**src/sv/amp_pkg.sv**
```systemverilog
// Shared constants and register codes for the autoranging moisture pump controller.
package amp_pkg;

  // Default raw sample width.
  localparam int SAMPLE_BITS_DEF = 12;

  // Moisture result, hundredths of a percent.
  localparam int                MOIST_W    = 14;
  localparam logic [MOIST_W-1:0] MOIST_FULL = 14'd10000;

  // Quotient bits produced by the divider, one per step.
  localparam int QUO_W    = MOIST_W;
  localparam int DIV_CNT_W = $clog2(QUO_W);

  // Threshold registers, whole percent.
  localparam int             PCT_W       = 7;
  localparam int             PCT_SCALE   = 100;
  localparam logic [PCT_W-1:0] ON_PCT_RST  = 7'd30;
  localparam logic [PCT_W-1:0] OFF_PCT_RST = 7'd50;

  // Configuration register indexes.
  localparam int                  CFG_IDX_W   = 2;
  localparam logic [CFG_IDX_W-1:0] CFG_PUMP_ON  = 2'd0;
  localparam logic [CFG_IDX_W-1:0] CFG_PUMP_OFF = 2'd1;

endpackage

```
**src/sv/amp_if.sv**
```systemverilog
// Channel interfaces of the moisture pump controller: sample in, result out, config write.
interface amp_in_if #(
  parameter int SAMPLE_BITS = amp_pkg::SAMPLE_BITS_DEF
);
  logic                   valid;
  logic                   ready;
  logic [SAMPLE_BITS-1:0] sample;

  modport source (output valid, output sample, input ready);
  modport sink   (input valid, input sample, output ready);
endinterface

interface amp_out_if #(
  parameter int SAMPLE_BITS = amp_pkg::SAMPLE_BITS_DEF
);
  logic                        valid;
  logic                        ready;
  logic [amp_pkg::MOIST_W-1:0] moisture_centi_pct;
  logic                        pump_on;
  logic [SAMPLE_BITS-1:0]      range_low;
  logic [SAMPLE_BITS-1:0]      range_high;

  modport source (output valid, output moisture_centi_pct, output pump_on,
                  output range_low, output range_high, input ready);
  modport sink   (input valid, input moisture_centi_pct, input pump_on,
                  input range_low, input range_high, output ready);
endinterface

interface amp_cfg_if;
  logic                          valid;
  logic                          ready;
  logic [amp_pkg::CFG_IDX_W-1:0] index;
  logic [amp_pkg::PCT_W-1:0]     data;

  modport source (output valid, output index, output data, input ready);
  modport sink   (input valid, input index, input data, output ready);
endinterface

```
**src/sv/autoranging_moisture_pump_control.sv**
```systemverilog
// Top level of the autoranging soil moisture pump controller.
//
// Use: raw ADC samples arrive on in_chan_i; a zero sample is dropped at once
// with no result and ready stays high. A nonzero sample widens the tracked
// [low, high] range, then moisture = (high - sample) * 10000 / (high - low)
// in hundredths of a percent is worked out, and a hysteresis flag drives the
// pump: on below the on threshold, off at or above the off threshold.
// Each result leaves on res_chan_o with the flag and the updated range.
// Thresholds are written on cfg_chan_i (index 0: on, index 1: off, whole
// percent); writes to other indexes are dropped. The port is always ready.
// Sequence: a multiply step, fourteen restoring-divider steps of a shared
// subtractor (one quotient bit each) and a finishing step; in_chan_i stays
// not ready from the sample transfer until the result is loaded into the
// output register, so a new sample waits until the last one is through.
// A result waits in the output register while the receiver stalls; the next
// sample is still taken and worked on, and only its finishing step waits.
// Reset: thresholds 30 % and 50 %, range 0.8 V to 1.8 V of a 3.3 V full
// scale, pump off, no result pending.
module autoranging_moisture_pump_control #(
  parameter int SAMPLE_BITS = amp_pkg::SAMPLE_BITS_DEF
) (
  input logic            clk_i,
  input logic            rst_ni,
  amp_in_if.sink         in_chan_i,
  amp_out_if.source      res_chan_o,
  amp_cfg_if.sink        cfg_chan_i
);

  localparam int MOIST_W   = amp_pkg::MOIST_W;
  localparam int QUO_W     = amp_pkg::QUO_W;
  localparam int CNT_W     = amp_pkg::DIV_CNT_W;
  localparam int PCT_W     = amp_pkg::PCT_W;
  localparam int PROD_W    = SAMPLE_BITS + QUO_W;
  localparam int SAMPLE_MAX = (1 << SAMPLE_BITS) - 1;
  // Reset bounds: 0.8 V and 1.8 V of 3.3 V, rounded to the nearest count.
  localparam logic [SAMPLE_BITS-1:0] LOW_RST  = SAMPLE_BITS'((SAMPLE_MAX * 16 + 33) / 66);
  localparam logic [SAMPLE_BITS-1:0] HIGH_RST = SAMPLE_BITS'((SAMPLE_MAX * 36 + 33) / 66);
  localparam logic [CNT_W-1:0]       LAST_STEP = CNT_W'(QUO_W - 1);

  // Sequencer codes.
  localparam logic [1:0] ST_IDLE = 2'd0;
  localparam logic [1:0] ST_MUL  = 2'd1;
  localparam logic [1:0] ST_DIV  = 2'd2;
  localparam logic [1:0] ST_FIN  = 2'd3;

  logic [1:0]             state_q, state_d;
  logic [PCT_W-1:0]       on_pct_q, off_pct_q;
  logic [SAMPLE_BITS-1:0] low_q, low_d, high_q, high_d;
  logic                   pump_q, pump_d;
  logic [SAMPLE_BITS-1:0] smp_q;
  logic [SAMPLE_BITS-1:0] span_q;
  logic                   span_zero_q;
  logic [SAMPLE_BITS-1:0] rem_q, rem_d;
  logic [QUO_W-1:0]       quo_q, quo_d;
  logic [CNT_W-1:0]       cnt_q, cnt_d;

  logic                   out_vld_q, out_vld_d;
  logic [MOIST_W-1:0]     out_moist_q;
  logic                   out_pump_q;
  logic [SAMPLE_BITS-1:0] out_low_q, out_high_q;

  logic                   in_xfer;
  logic                   out_free;
  logic                   out_load;
  logic [PROD_W-1:0]      prod;
  logic [SAMPLE_BITS:0]   trial;
  logic [MOIST_W-1:0]     moist;
  logic [MOIST_W-1:0]     on_thr, off_thr;

  assign in_chan_i.ready  = (state_q == ST_IDLE);
  assign in_xfer          = in_chan_i.valid && in_chan_i.ready;
  assign cfg_chan_i.ready = 1'b1;

  assign out_free = !out_vld_q || res_chan_o.ready;
  assign out_load = (state_q == ST_FIN) && out_free;

  // Shared datapath pieces.
  assign prod  = PROD_W'(high_q - smp_q) * PROD_W'(amp_pkg::MOIST_FULL);
  assign trial = {rem_q, quo_q[QUO_W-1]} - {1'b0, span_q};
  assign moist = span_zero_q ? '0 : quo_q;
  assign on_thr  = MOIST_W'(on_pct_q * amp_pkg::PCT_SCALE);
  assign off_thr = MOIST_W'(off_pct_q * amp_pkg::PCT_SCALE);

  always_comb begin
    state_d = state_q;
    low_d   = low_q;
    high_d  = high_q;
    pump_d  = pump_q;
    rem_d   = rem_q;
    quo_d   = quo_q;
    cnt_d   = cnt_q;
    unique case (state_q)
      ST_IDLE: begin
        // Drop zero samples; widen the range for the rest.
        if (in_xfer && (in_chan_i.sample != '0)) begin
          if (in_chan_i.sample > high_q) begin
            high_d = in_chan_i.sample;
          end else if (in_chan_i.sample < low_q) begin
            low_d = in_chan_i.sample;
          end
          state_d = ST_MUL;
        end
      end
      ST_MUL: begin
        // Upper bits seed the remainder; the quotient cannot exceed QUO_W bits.
        rem_d   = prod[PROD_W-1:QUO_W];
        quo_d   = prod[QUO_W-1:0];
        cnt_d   = '0;
        state_d = ST_DIV;
      end
      ST_DIV: begin
        if (!trial[SAMPLE_BITS]) begin
          rem_d = trial[SAMPLE_BITS-1:0];
        end else begin
          rem_d = {rem_q[SAMPLE_BITS-2:0], quo_q[QUO_W-1]};
        end
        quo_d = {quo_q[QUO_W-2:0], !trial[SAMPLE_BITS]};
        cnt_d = cnt_q + 1'b1;
        if (cnt_q == LAST_STEP) begin
          state_d = ST_FIN;
        end
      end
      ST_FIN: begin
        // Hold until the output register is free; on test wins over off test.
        if (out_free) begin
          if (moist < on_thr) begin
            pump_d = 1'b1;
          end else if (moist >= off_thr) begin
            pump_d = 1'b0;
          end
          state_d = ST_IDLE;
        end
      end
      default: state_d = ST_IDLE;
    endcase
  end

  always_comb begin
    out_vld_d = out_vld_q;
    if (out_load) begin
      out_vld_d = 1'b1;
    end else if (res_chan_o.ready) begin
      out_vld_d = 1'b0;
    end
  end

  // Control and architectural state.
  always_ff @(posedge clk_i or negedge rst_ni) begin
    if (!rst_ni) begin
      state_q   <= ST_IDLE;
      on_pct_q  <= amp_pkg::ON_PCT_RST;
      off_pct_q <= amp_pkg::OFF_PCT_RST;
      low_q     <= LOW_RST;
      high_q    <= HIGH_RST;
      pump_q    <= 1'b0;
      out_vld_q <= 1'b0;
      cnt_q     <= '0;
    end else begin
      state_q   <= state_d;
      low_q     <= low_d;
      high_q    <= high_d;
      pump_q    <= pump_d;
      out_vld_q <= out_vld_d;
      cnt_q     <= cnt_d;
      if (cfg_chan_i.valid && cfg_chan_i.ready) begin
        unique case (cfg_chan_i.index)
          amp_pkg::CFG_PUMP_ON:  on_pct_q  <= cfg_chan_i.data;
          amp_pkg::CFG_PUMP_OFF: off_pct_q <= cfg_chan_i.data;
          default: ;
        endcase
      end
    end
  end

  // Datapath registers, no reset.
  always_ff @(posedge clk_i) begin
    rem_q <= rem_d;
    quo_q <= quo_d;
    if (in_xfer) begin
      smp_q <= in_chan_i.sample;
    end
    if (state_q == ST_MUL) begin
      span_q      <= high_q - low_q;
      span_zero_q <= (high_q <= low_q);
    end
    if (out_load) begin
      out_moist_q <= moist;
      out_pump_q  <= pump_d;
      out_low_q   <= low_q;
      out_high_q  <= high_q;
    end
  end

  assign res_chan_o.valid              = out_vld_q;
  assign res_chan_o.moisture_centi_pct = out_moist_q;
  assign res_chan_o.pump_on            = out_pump_q;
  assign res_chan_o.range_low          = out_low_q;
  assign res_chan_o.range_high         = out_high_q;

endmodule

```
**src/flat_wrapper.sv**
```systemverilog
// flat-port wrapper written by rule: the top's interface ports become plain ports
module autoranging_moisture_pump_control_flat 
#(
  parameter int SAMPLE_BITS = amp_pkg::SAMPLE_BITS_DEF
)
  (clk_i, rst_ni, in_chan_i_valid, in_chan_i_sample, in_chan_i_ready, res_chan_o_valid, res_chan_o_moisture_centi_pct, res_chan_o_pump_on, res_chan_o_range_low, res_chan_o_range_high, res_chan_o_ready, cfg_chan_i_valid, cfg_chan_i_index, cfg_chan_i_data, cfg_chan_i_ready);
  amp_in_if #(.SAMPLE_BITS(SAMPLE_BITS)) in_chan_i_i ();
  amp_out_if #(.SAMPLE_BITS(SAMPLE_BITS)) res_chan_o_i ();
  amp_cfg_if cfg_chan_i_i ();
  input logic clk_i;
  input logic rst_ni;
  input wire logic [$bits(in_chan_i_i.valid)-1:0] in_chan_i_valid;
  input wire logic [$bits(in_chan_i_i.sample)-1:0] in_chan_i_sample;
  output wire logic [$bits(in_chan_i_i.ready)-1:0] in_chan_i_ready;
  output wire logic [$bits(res_chan_o_i.valid)-1:0] res_chan_o_valid;
  output wire logic [$bits(res_chan_o_i.moisture_centi_pct)-1:0] res_chan_o_moisture_centi_pct;
  output wire logic [$bits(res_chan_o_i.pump_on)-1:0] res_chan_o_pump_on;
  output wire logic [$bits(res_chan_o_i.range_low)-1:0] res_chan_o_range_low;
  output wire logic [$bits(res_chan_o_i.range_high)-1:0] res_chan_o_range_high;
  input wire logic [$bits(res_chan_o_i.ready)-1:0] res_chan_o_ready;
  input wire logic [$bits(cfg_chan_i_i.valid)-1:0] cfg_chan_i_valid;
  input wire logic [$bits(cfg_chan_i_i.index)-1:0] cfg_chan_i_index;
  input wire logic [$bits(cfg_chan_i_i.data)-1:0] cfg_chan_i_data;
  output wire logic [$bits(cfg_chan_i_i.ready)-1:0] cfg_chan_i_ready;
  assign in_chan_i_i.valid = in_chan_i_valid;
  assign in_chan_i_i.sample = in_chan_i_sample;
  assign in_chan_i_ready = in_chan_i_i.ready;
  assign res_chan_o_valid = res_chan_o_i.valid;
  assign res_chan_o_moisture_centi_pct = res_chan_o_i.moisture_centi_pct;
  assign res_chan_o_pump_on = res_chan_o_i.pump_on;
  assign res_chan_o_range_low = res_chan_o_i.range_low;
  assign res_chan_o_range_high = res_chan_o_i.range_high;
  assign res_chan_o_i.ready = res_chan_o_ready;
  assign cfg_chan_i_i.valid = cfg_chan_i_valid;
  assign cfg_chan_i_i.index = cfg_chan_i_index;
  assign cfg_chan_i_i.data = cfg_chan_i_data;
  assign cfg_chan_i_ready = cfg_chan_i_i.ready;
  autoranging_moisture_pump_control #(.SAMPLE_BITS(SAMPLE_BITS)) u_core (.clk_i(clk_i), .rst_ni(rst_ni), .in_chan_i(in_chan_i_i), .res_chan_o(res_chan_o_i), .cfg_chan_i(cfg_chan_i_i));
endmodule
```
**config.mk**
```make
export PLATFORM = sky130hd
export DESIGN_NAME = autoranging_moisture_pump_control_flat
export DESIGN_NICKNAME = d
export VERILOG_FILES = /design/src/sv/amp_pkg.sv /design/src/sv/amp_if.sv /design/src/sv/autoranging_moisture_pump_control.sv /design/src/flat_wrapper.sv
export SDC_FILE = /design/constraint.sdc
export NUM_CORES = 1
export LEC_CHECK = 0
export ABC_AREA = 1
export BUFFER_PORTS_ARGS = -buffer_cell sky130_fd_sc_hd__buf_2
export CORE_MARGIN = 2
export CORE_UTILIZATION = 54
export CTS_CLUSTER_DIAMETER = 30
export CTS_CLUSTER_SIZE = 28
export DETAILED_ROUTE_END_ITERATION = 16
export PLACE_DENSITY = 0.72
export SYNTH_ARGS = -nofsm -noshare
export SYNTH_HDL_FRONTEND = slang
export SYNTH_SLANG_ARGS = --single-unit
export TNS_END_PERCENT = 5
```
**constraint.sdc**
```tcl
create_clock -name clk_i -period 9.8 [get_ports clk_i]
set_input_delay 1.47 -clock clk_i [delete_from_list [all_inputs] [get_ports clk_i]]
set_output_delay 1.47 -clock clk_i [all_outputs]
set_load 0.01 [all_outputs]
```
==> metrics.md, run 1 <==
| Metric | Value |
|---|---|
| Die height | between 100 and 150 µm |
| WS Path Type | reg2reg |
| Synth Cell Area | 11200 µm² |
| Hold_buf cts | 0 |
| Drt total wl | about 24000 µm |
| Worst-Margin Slew | roughly 0.92 ns |
| Largest family of logic cells by synthesized area | adder cells |
| Die X-Extent | roughly 150 µm |
| Vias in the first global route | 8323 |
| Fillers | 1749 |
| RSZ-0062 raised after global routing | no |
| First-pass GRT wire length | between 30000 and 40000 µm |
| CP Max Fanout | 6 |
| Clk_skew | 0.0127 ns |
| Clk root buf | clkbuf_16 |
| Max-cap viol count | 0 |
| Post_cts resized | 0 |
| #FFs+latches synth | ~140 |
| WL/cell | about 15 µm |
| FP Rows | 52 |
| Achievable frequency | roughly 160 MHz |
| CTS tree | built |
| Port-buffer cells | 66 |
| Initial antenna violation count | 0 |
| Post-synthesis net count | between 1000 and 1500 |
| Die area | between 20000 and 25000 µm² |
| Antenna-violating nets left | 0 |
| Status | finished, final reports clean |
| Period minus WS final | between 6 and 7 ns |
| Final Hold Vio Count | 0 |
| Critical Path AT | between 6 and 7 ns |
| Mux contribution to synthesized area | 0% |
| Fin nets | around 1600 |
| Inserted Clock Buffers | 17 |
| Drt initial violations | between 400 and 500 |
| Count of cell types in the netlist | 49 |
| Synth Area per Inst | approximately 9 µm² |
| Simple-gate share of the synthesized area | between 10% and 20% |
| Yosys warnings | 0 |
| Share of layout cells above drive strength 1 | 11.0% |
| Clock buffer depth | 2 |
| Final HPWL DP | 18600 µm |
| Slew Viols, Final | 0 |
| H-tree Lvls | 4 |
| Footprint of the multi-input gates | between 6000 and 7000 µm² |
| Ys async rst share | between 30% and 40% |
| Total core area | about 20000 µm² |
| CP startpoint kind | register |
| Hold WC Path Type | reg2reg |
| Vias | 8310 |
| Post-synthesis sequential area ratio | between 30% and 40% |
| Most frequent cells in the layout | 244 x inv_1, 204 x nand2_1, 191 x ha_1, 90 x edfxtp_1, 86 x a21oi_1 |
| Synth Area in Compound Gates | a little over a tenth |
| Synth Area in XOR/XNOR | 3.99% |
| Number of diodes | 0 |
| Main synth FF type | edfxtp_1 |
| Starting Density | 55.1% |
| Fraction of the mapped netlist area in adder cells | around 29% |
| Post-Synthesis Cells | around 1200 |
| Fin Setup TNS | 0 ns |
| Final period utilization | 62.8% |
| Setup-failing EPs final | 0 |
| Clock Pin Slew Worst Setup and Hold Paths | around 0.060 ns |
| All-layer global routing usage | between 20 and 25% |
| # IOs | 68 |
| Relative slew slack | approximately two fifths |
| Required time of the worst setup path | 9.97 ns |
| First-pass iteration count of the detailed router | 4 |
| Clock Latency Late Sink | about 0.43 ns |
| Sequential cell area | 3880 µm² |
| DRC | 0 |
| Worst Setup End Kind | register |
| HP Start | u_core.low_q[4] |
| Vias/cell | about 5.2 |
| Maximum number of pins on one net before global-route repair | 47 |
| FF-to-FF Start | u_core.high_q[1] |
| Grt total ovfl | 0 |
| Commonest non-fill, non-tap cell in the layout | inv_1 |
| Clk sinks | about 140 |
| Setup Buffers After CTS | 0 |
| Area delta synth->final | 10.9% |
| GPL Wtd Cong | between 0.8 and 0.9 |
| Number of flops mapped to enable cells by yosys | 90 |
| Worst Setup SP | u_core.high_q[1] |
flip-flops by register name (all words and copies together), names as in the netlist:
| signal | flops |
|---|---|
| u_core.span_zero_q | 1 |
| u_core.rem_q | 12 |
| u_core.cnt_q | 4 |
| u_core.res_chan_o.range_low | 12 |
| u_core.quo_q | 14 |
| u_core.off_pct_q | 7 |
| u_core.on_pct_q | 7 |
| u_core.res_chan_o.moisture_centi_pct | 14 |
| u_core.low_q | 12 |
| u_core.high_q | 12 |
| u_core.smp_q | 12 |
| u_core.res_chan_o.pump_on | 1 |
| u_core.span_q | 12 |
| u_core.pump_q | 1 |
| u_core.state_q | 2 |
| u_core.res_chan_o.range_high | 12 |
| u_core.res_chan_o.valid | 1 |
worst paths after layout:
path,endpoint,slack [ns],cells past startpoint
setup / recovery,u_core.rem_q[7],3.65,24
hold / removal,u_core.res_chan_o.range_low[4],0.49,0
setup reg to reg,u_core.rem_q[7],3.65,24
hold reg to reg,u_core.res_chan_o.range_low[4],0.49,0
max in group asynchronous,u_core.state_q[1],8.25,2
min in group asynchronous,u_core.off_pct_q[3],1.12,2
synthesized netlist by cell type (8+ instances only):
master,count,area (µm²)
xnor2_1,21,184
nor3_1,8,40.0
nand3_1,44,220
edfxtp_1,90,2700
dfrtp_1,27,676
nand2_1,204,766
a21oi_1,86,430
inv_1,244,916
clkbuf_1,9,33.8
o211ai_1,12,90.1
ha_1,191,2390
nor2_1,38,143
dfstp_2,19,499
fa_1,40,801
xor2_1,28,245
o21ai_0,81,405
nand4_1,12,75.1
a21o_1,8,60.1
layout make-up:
class / count / share of cell area [%]
Clock buffer: 19 / 3.66
Clock inverter: 13 / 1.08
Inverter: 245 / 7.42
Tap cell: 270 / 2.73
Multi-Input combinational cell: 832 / 50.9
Timing Repair Buffer: 70 / 2.91
Sequential cell: 136 / 31.3
stage by stage:
step                      setup WS [ns]  instances  hold WS (ns)  utilization [%]  area, µm²
after floorplan                    4.13       1229         0.447                -      11200
after global placement             3.80       1553         0.467             58.2      11800
after detailed placement           3.66       1553         0.467             58.2      11800
after CTS                          3.66       1585         0.482             61.1      12400
after global routing               3.24       1585         0.492             61.1      12400
final                              3.65       1585         0.486             61.1      12400
worst max-delay path: stages (launching register included):
cell	delay [ns]
dfstp_2	0.57
inv_1	0.10
fa_1	0.52
o21bai_4	0.21
xor2_1	0.45
inv_1	0.18
fa_1	0.56
inv_1	0.04
ha_1	0.26
inv_1	0.05
fa_1	0.53
inv_1	0.04
ha_1	0.26
inv_1	0.05
fa_1	0.51
inv_1	0.04
ha_1	0.36
a21o_1	0.20
nand2_1	0.06
nand3_1	0.16
a21boi_1	0.23
o21ai_0	0.16
or2_1	0.23
nand3_1	0.07
nand2_1	0.06
kinds of logic after synthesis:
| family | after synthesis |
|---|---|
| compound gates | 217 |
| xor+xnor | 50 |
| fa+ha+maj | 231 |
| buf+inv | 261 |
| flops | 136 |
| other cells | 1 |
| simple gates | 333 |
metal layers:
metal / up-vias / part of all wire, % / GRT usage, %
li1: 4236 / - / -
met1: 3874 / 45 / 29.5
met2: 162 / 49 / 39.4
met3: 38 / 3.9 / 3.61
met4: 0 / 2.4 / 7.86
met5: - / 0 / 0
Power of run 1 is not shown: default switching activity piles up to over one toggle a cycle in this logic, so the estimate is an artifact.
==> inputs of run 2 (changes only) <==
--- a/config.mk
+++ b/config.mk
@@ -12,7 +12,7 @@
 export CTS_CLUSTER_DIAMETER = 30
 export CTS_CLUSTER_SIZE = 28
 export DETAILED_ROUTE_END_ITERATION = 16
-export PLACE_DENSITY = 0.72
+export PLACE_DENSITY = 0.75
 export SYNTH_ARGS = -nofsm -noshare
 export SYNTH_HDL_FRONTEND = slang
 export SYNTH_SLANG_ARGS = --single-unit
==> constraint.sdc (replaced) <==
create_clock -name clk_i -period 5.1 [get_ports clk_i]
set_input_delay 0.765 -clock clk_i [delete_from_list [all_inputs] [get_ports clk_i]]
set_output_delay 0.765 -clock clk_i [all_outputs]
set_load 0.01 [all_outputs]
==> metrics.md, run 2 (synthesis results as in run 1) <==
| Metric | Value |
|---|---|
| Status | finished, violations left |
| Failing checks | setup timing |
| Clk sinks | approximately 140 |
| FP Rows | 52 |
| First-pass GRT wire length | 42300 µm |
| Vias in the first global route | just under 9000 |
| Critical Path AT | ~5.5 ns |
| Vias/cell | approximately 5.3 |
| Share of layout cells above drive strength 1 | between 20% and 30% |
| Port-buffer cells | 66 |
| Slew Viols, Final | 0 |
| CP startpoint kind | register |
| Fillers | approximately 1600 |
| Max-cap viol count | 0 |
| Clk root buf | clkbuf_16 |
| Final core utilization | about two thirds |
| First-pass iteration count of the detailed router | 6 |
| CTS tree | built |
| Relative slew slack | a little under a quarter |
| Post-route cell area | around 14000 µm² |
| Antenna-violating nets left | 0 |
| Setup-failing EPs final | 9 |
| Fin Setup TNS | -1.49 ns |
| Clock Latency Late Sink | around 0.44 ns |
| Reg2reg path depth | 27 |
| # IOs | 68 |
| Number of diodes | 0 |
| Clock buffer depth | 2 |
| Final Hold Vio Count | 0 |
| Maximum number of pins on one net before global-route repair | 47 |
| Period minus WS final | between 5 and 6 ns |
| WS Path Type | reg2reg |
| CP Max Fanout | 3 |
| Area post-placement | 12600 µm² |
| Grt total ovfl | 0 |
| Achievable frequency | about 190 MHz |
| Most frequent cells in the layout | 233 x inv_1, 198 x nand2_1, 174 x ha_1, 90 x edfxtp_1, 84 x buf_4 |
| Required time of the worst setup path | 5.28 ns |
| Die height | about 150 µm |
| Die area | about 22000 µm² |
| Vias | 8919 |
| Clock Pin Slew Worst Setup and Hold Paths | around 0.070 ns |
| RSZ-0062 raised after global routing | yes |
| Area delta synth->final | 20.9% |
| Die X-Extent | between 100 and 150 µm |
| Fin nets | between 1500 and 2000 |
| Final HPWL DP | a little under 20000 µm |
| GPL Wtd Cong | 0.931 |
| Hold WC Path Type | in2async |
| Sequential cell area | 3880 µm² |
| Starting Density | between 50% and 60% |
| Inserted Clock Buffers | 17 |
| Commonest non-fill, non-tap cell in the layout | inv_1 |
| Worst-Margin Slew | ~1.2 ns |
| WL/cell | around 16 µm |
| All-layer global routing usage | between 20% and 30% |
| Initial antenna violation count | 0 |
| Hold Slack | 0.413 ns |
| DRC | 0 |
| Post-route worst setup slack | -0.251 ns |
| Footprint of the multi-input gates | about 6800 µm² |
| Worst Setup End Kind | register |
| Drt initial violations | 600 |
| Drt total wl | about 26000 µm |
| H-tree Lvls | 4 |
| Clk_skew | between 0.01 and 0.015 ns |
| Final period utilization | 105% |
| Total core area | just over 20000 µm² |
[run 2: metrics by stage]
stage                     worst slack [ns]  cells
final                               -0.251   1669
after global routing                -0.459   1669
after CTS                           -0.143   1666
after detailed placement            -0.210   1622
after global placement              -0.120   1622
after floorplan                    -0.0234   1229
[run 2: routing by layer]
metal  vias to the layer above  part of all wire, %  track usage (%)
met5                         -                    0                0
met4                         0                  2.4             8.00
met3                        42                  5.0             3.67
met2                       249                   51             43.4
met1                      4223                   42             30.5
li1                       4405                    -                -
[run 2: timing repair]
item | in CTS | in global routing
pin swaps | 20 | 23
endpoints found under the setup margin | 10 | 13
setup buffers | 12 | 3
resized for setup | 19 | 25
hold buffers | 0 | 0
[run 2: path summary, 6_finish.rpt]
check                                  from                              to  slack [ns]
max                        u_core.high_q[3]                 u_core.rem_q[7]       -0.25
min                                  rst_ni             u_core.off_pct_q[6]        0.41
max reg2reg                u_core.high_q[3]                 u_core.rem_q[7]       -0.25
min reg2reg                 u_core.low_q[3]  u_core.res_chan_o.range_low[3]        0.48
max in group asynchronous            rst_ni                u_core.high_q[8]        4.24
min in group clk_i          u_core.low_q[3]  u_core.res_chan_o.range_low[3]        0.48
[run 2: layout make-up]
type	count	area share, %
multi-input cells	832	50.0
flip-flops and latches	136	28.7
repair buffers	154	7.51
inverters	245	6.81
clock buffers	17	3.15
well taps	270	2.50
clock inverters	15	1.33
[run 2: worst max-delay path, cell delays in order (launching register included)]
cell,delay (ns)
dfstp_2,0.57
ha_4,0.22
a21o_1,0.19
nand3_1,0.08
nand2_2,0.07
a21oi_4,0.18
buf_6,0.14
xnor2_4,0.12
inv_2,0.05
fa_1,0.50
inv_1,0.04
ha_1,0.26
inv_1,0.05
fa_1,0.53
inv_1,0.04
ha_1,0.26
inv_1,0.04
fa_1,0.49
inv_2,0.05
ha_4,0.21
a21o_1,0.17
nand2_1,0.07
nand3_2,0.12
a21boi_4,0.19
o21ai_2,0.08
or2_1,0.23
nand3_1,0.07
nand2_1,0.06
Power of run 2 is left out for the same reason.
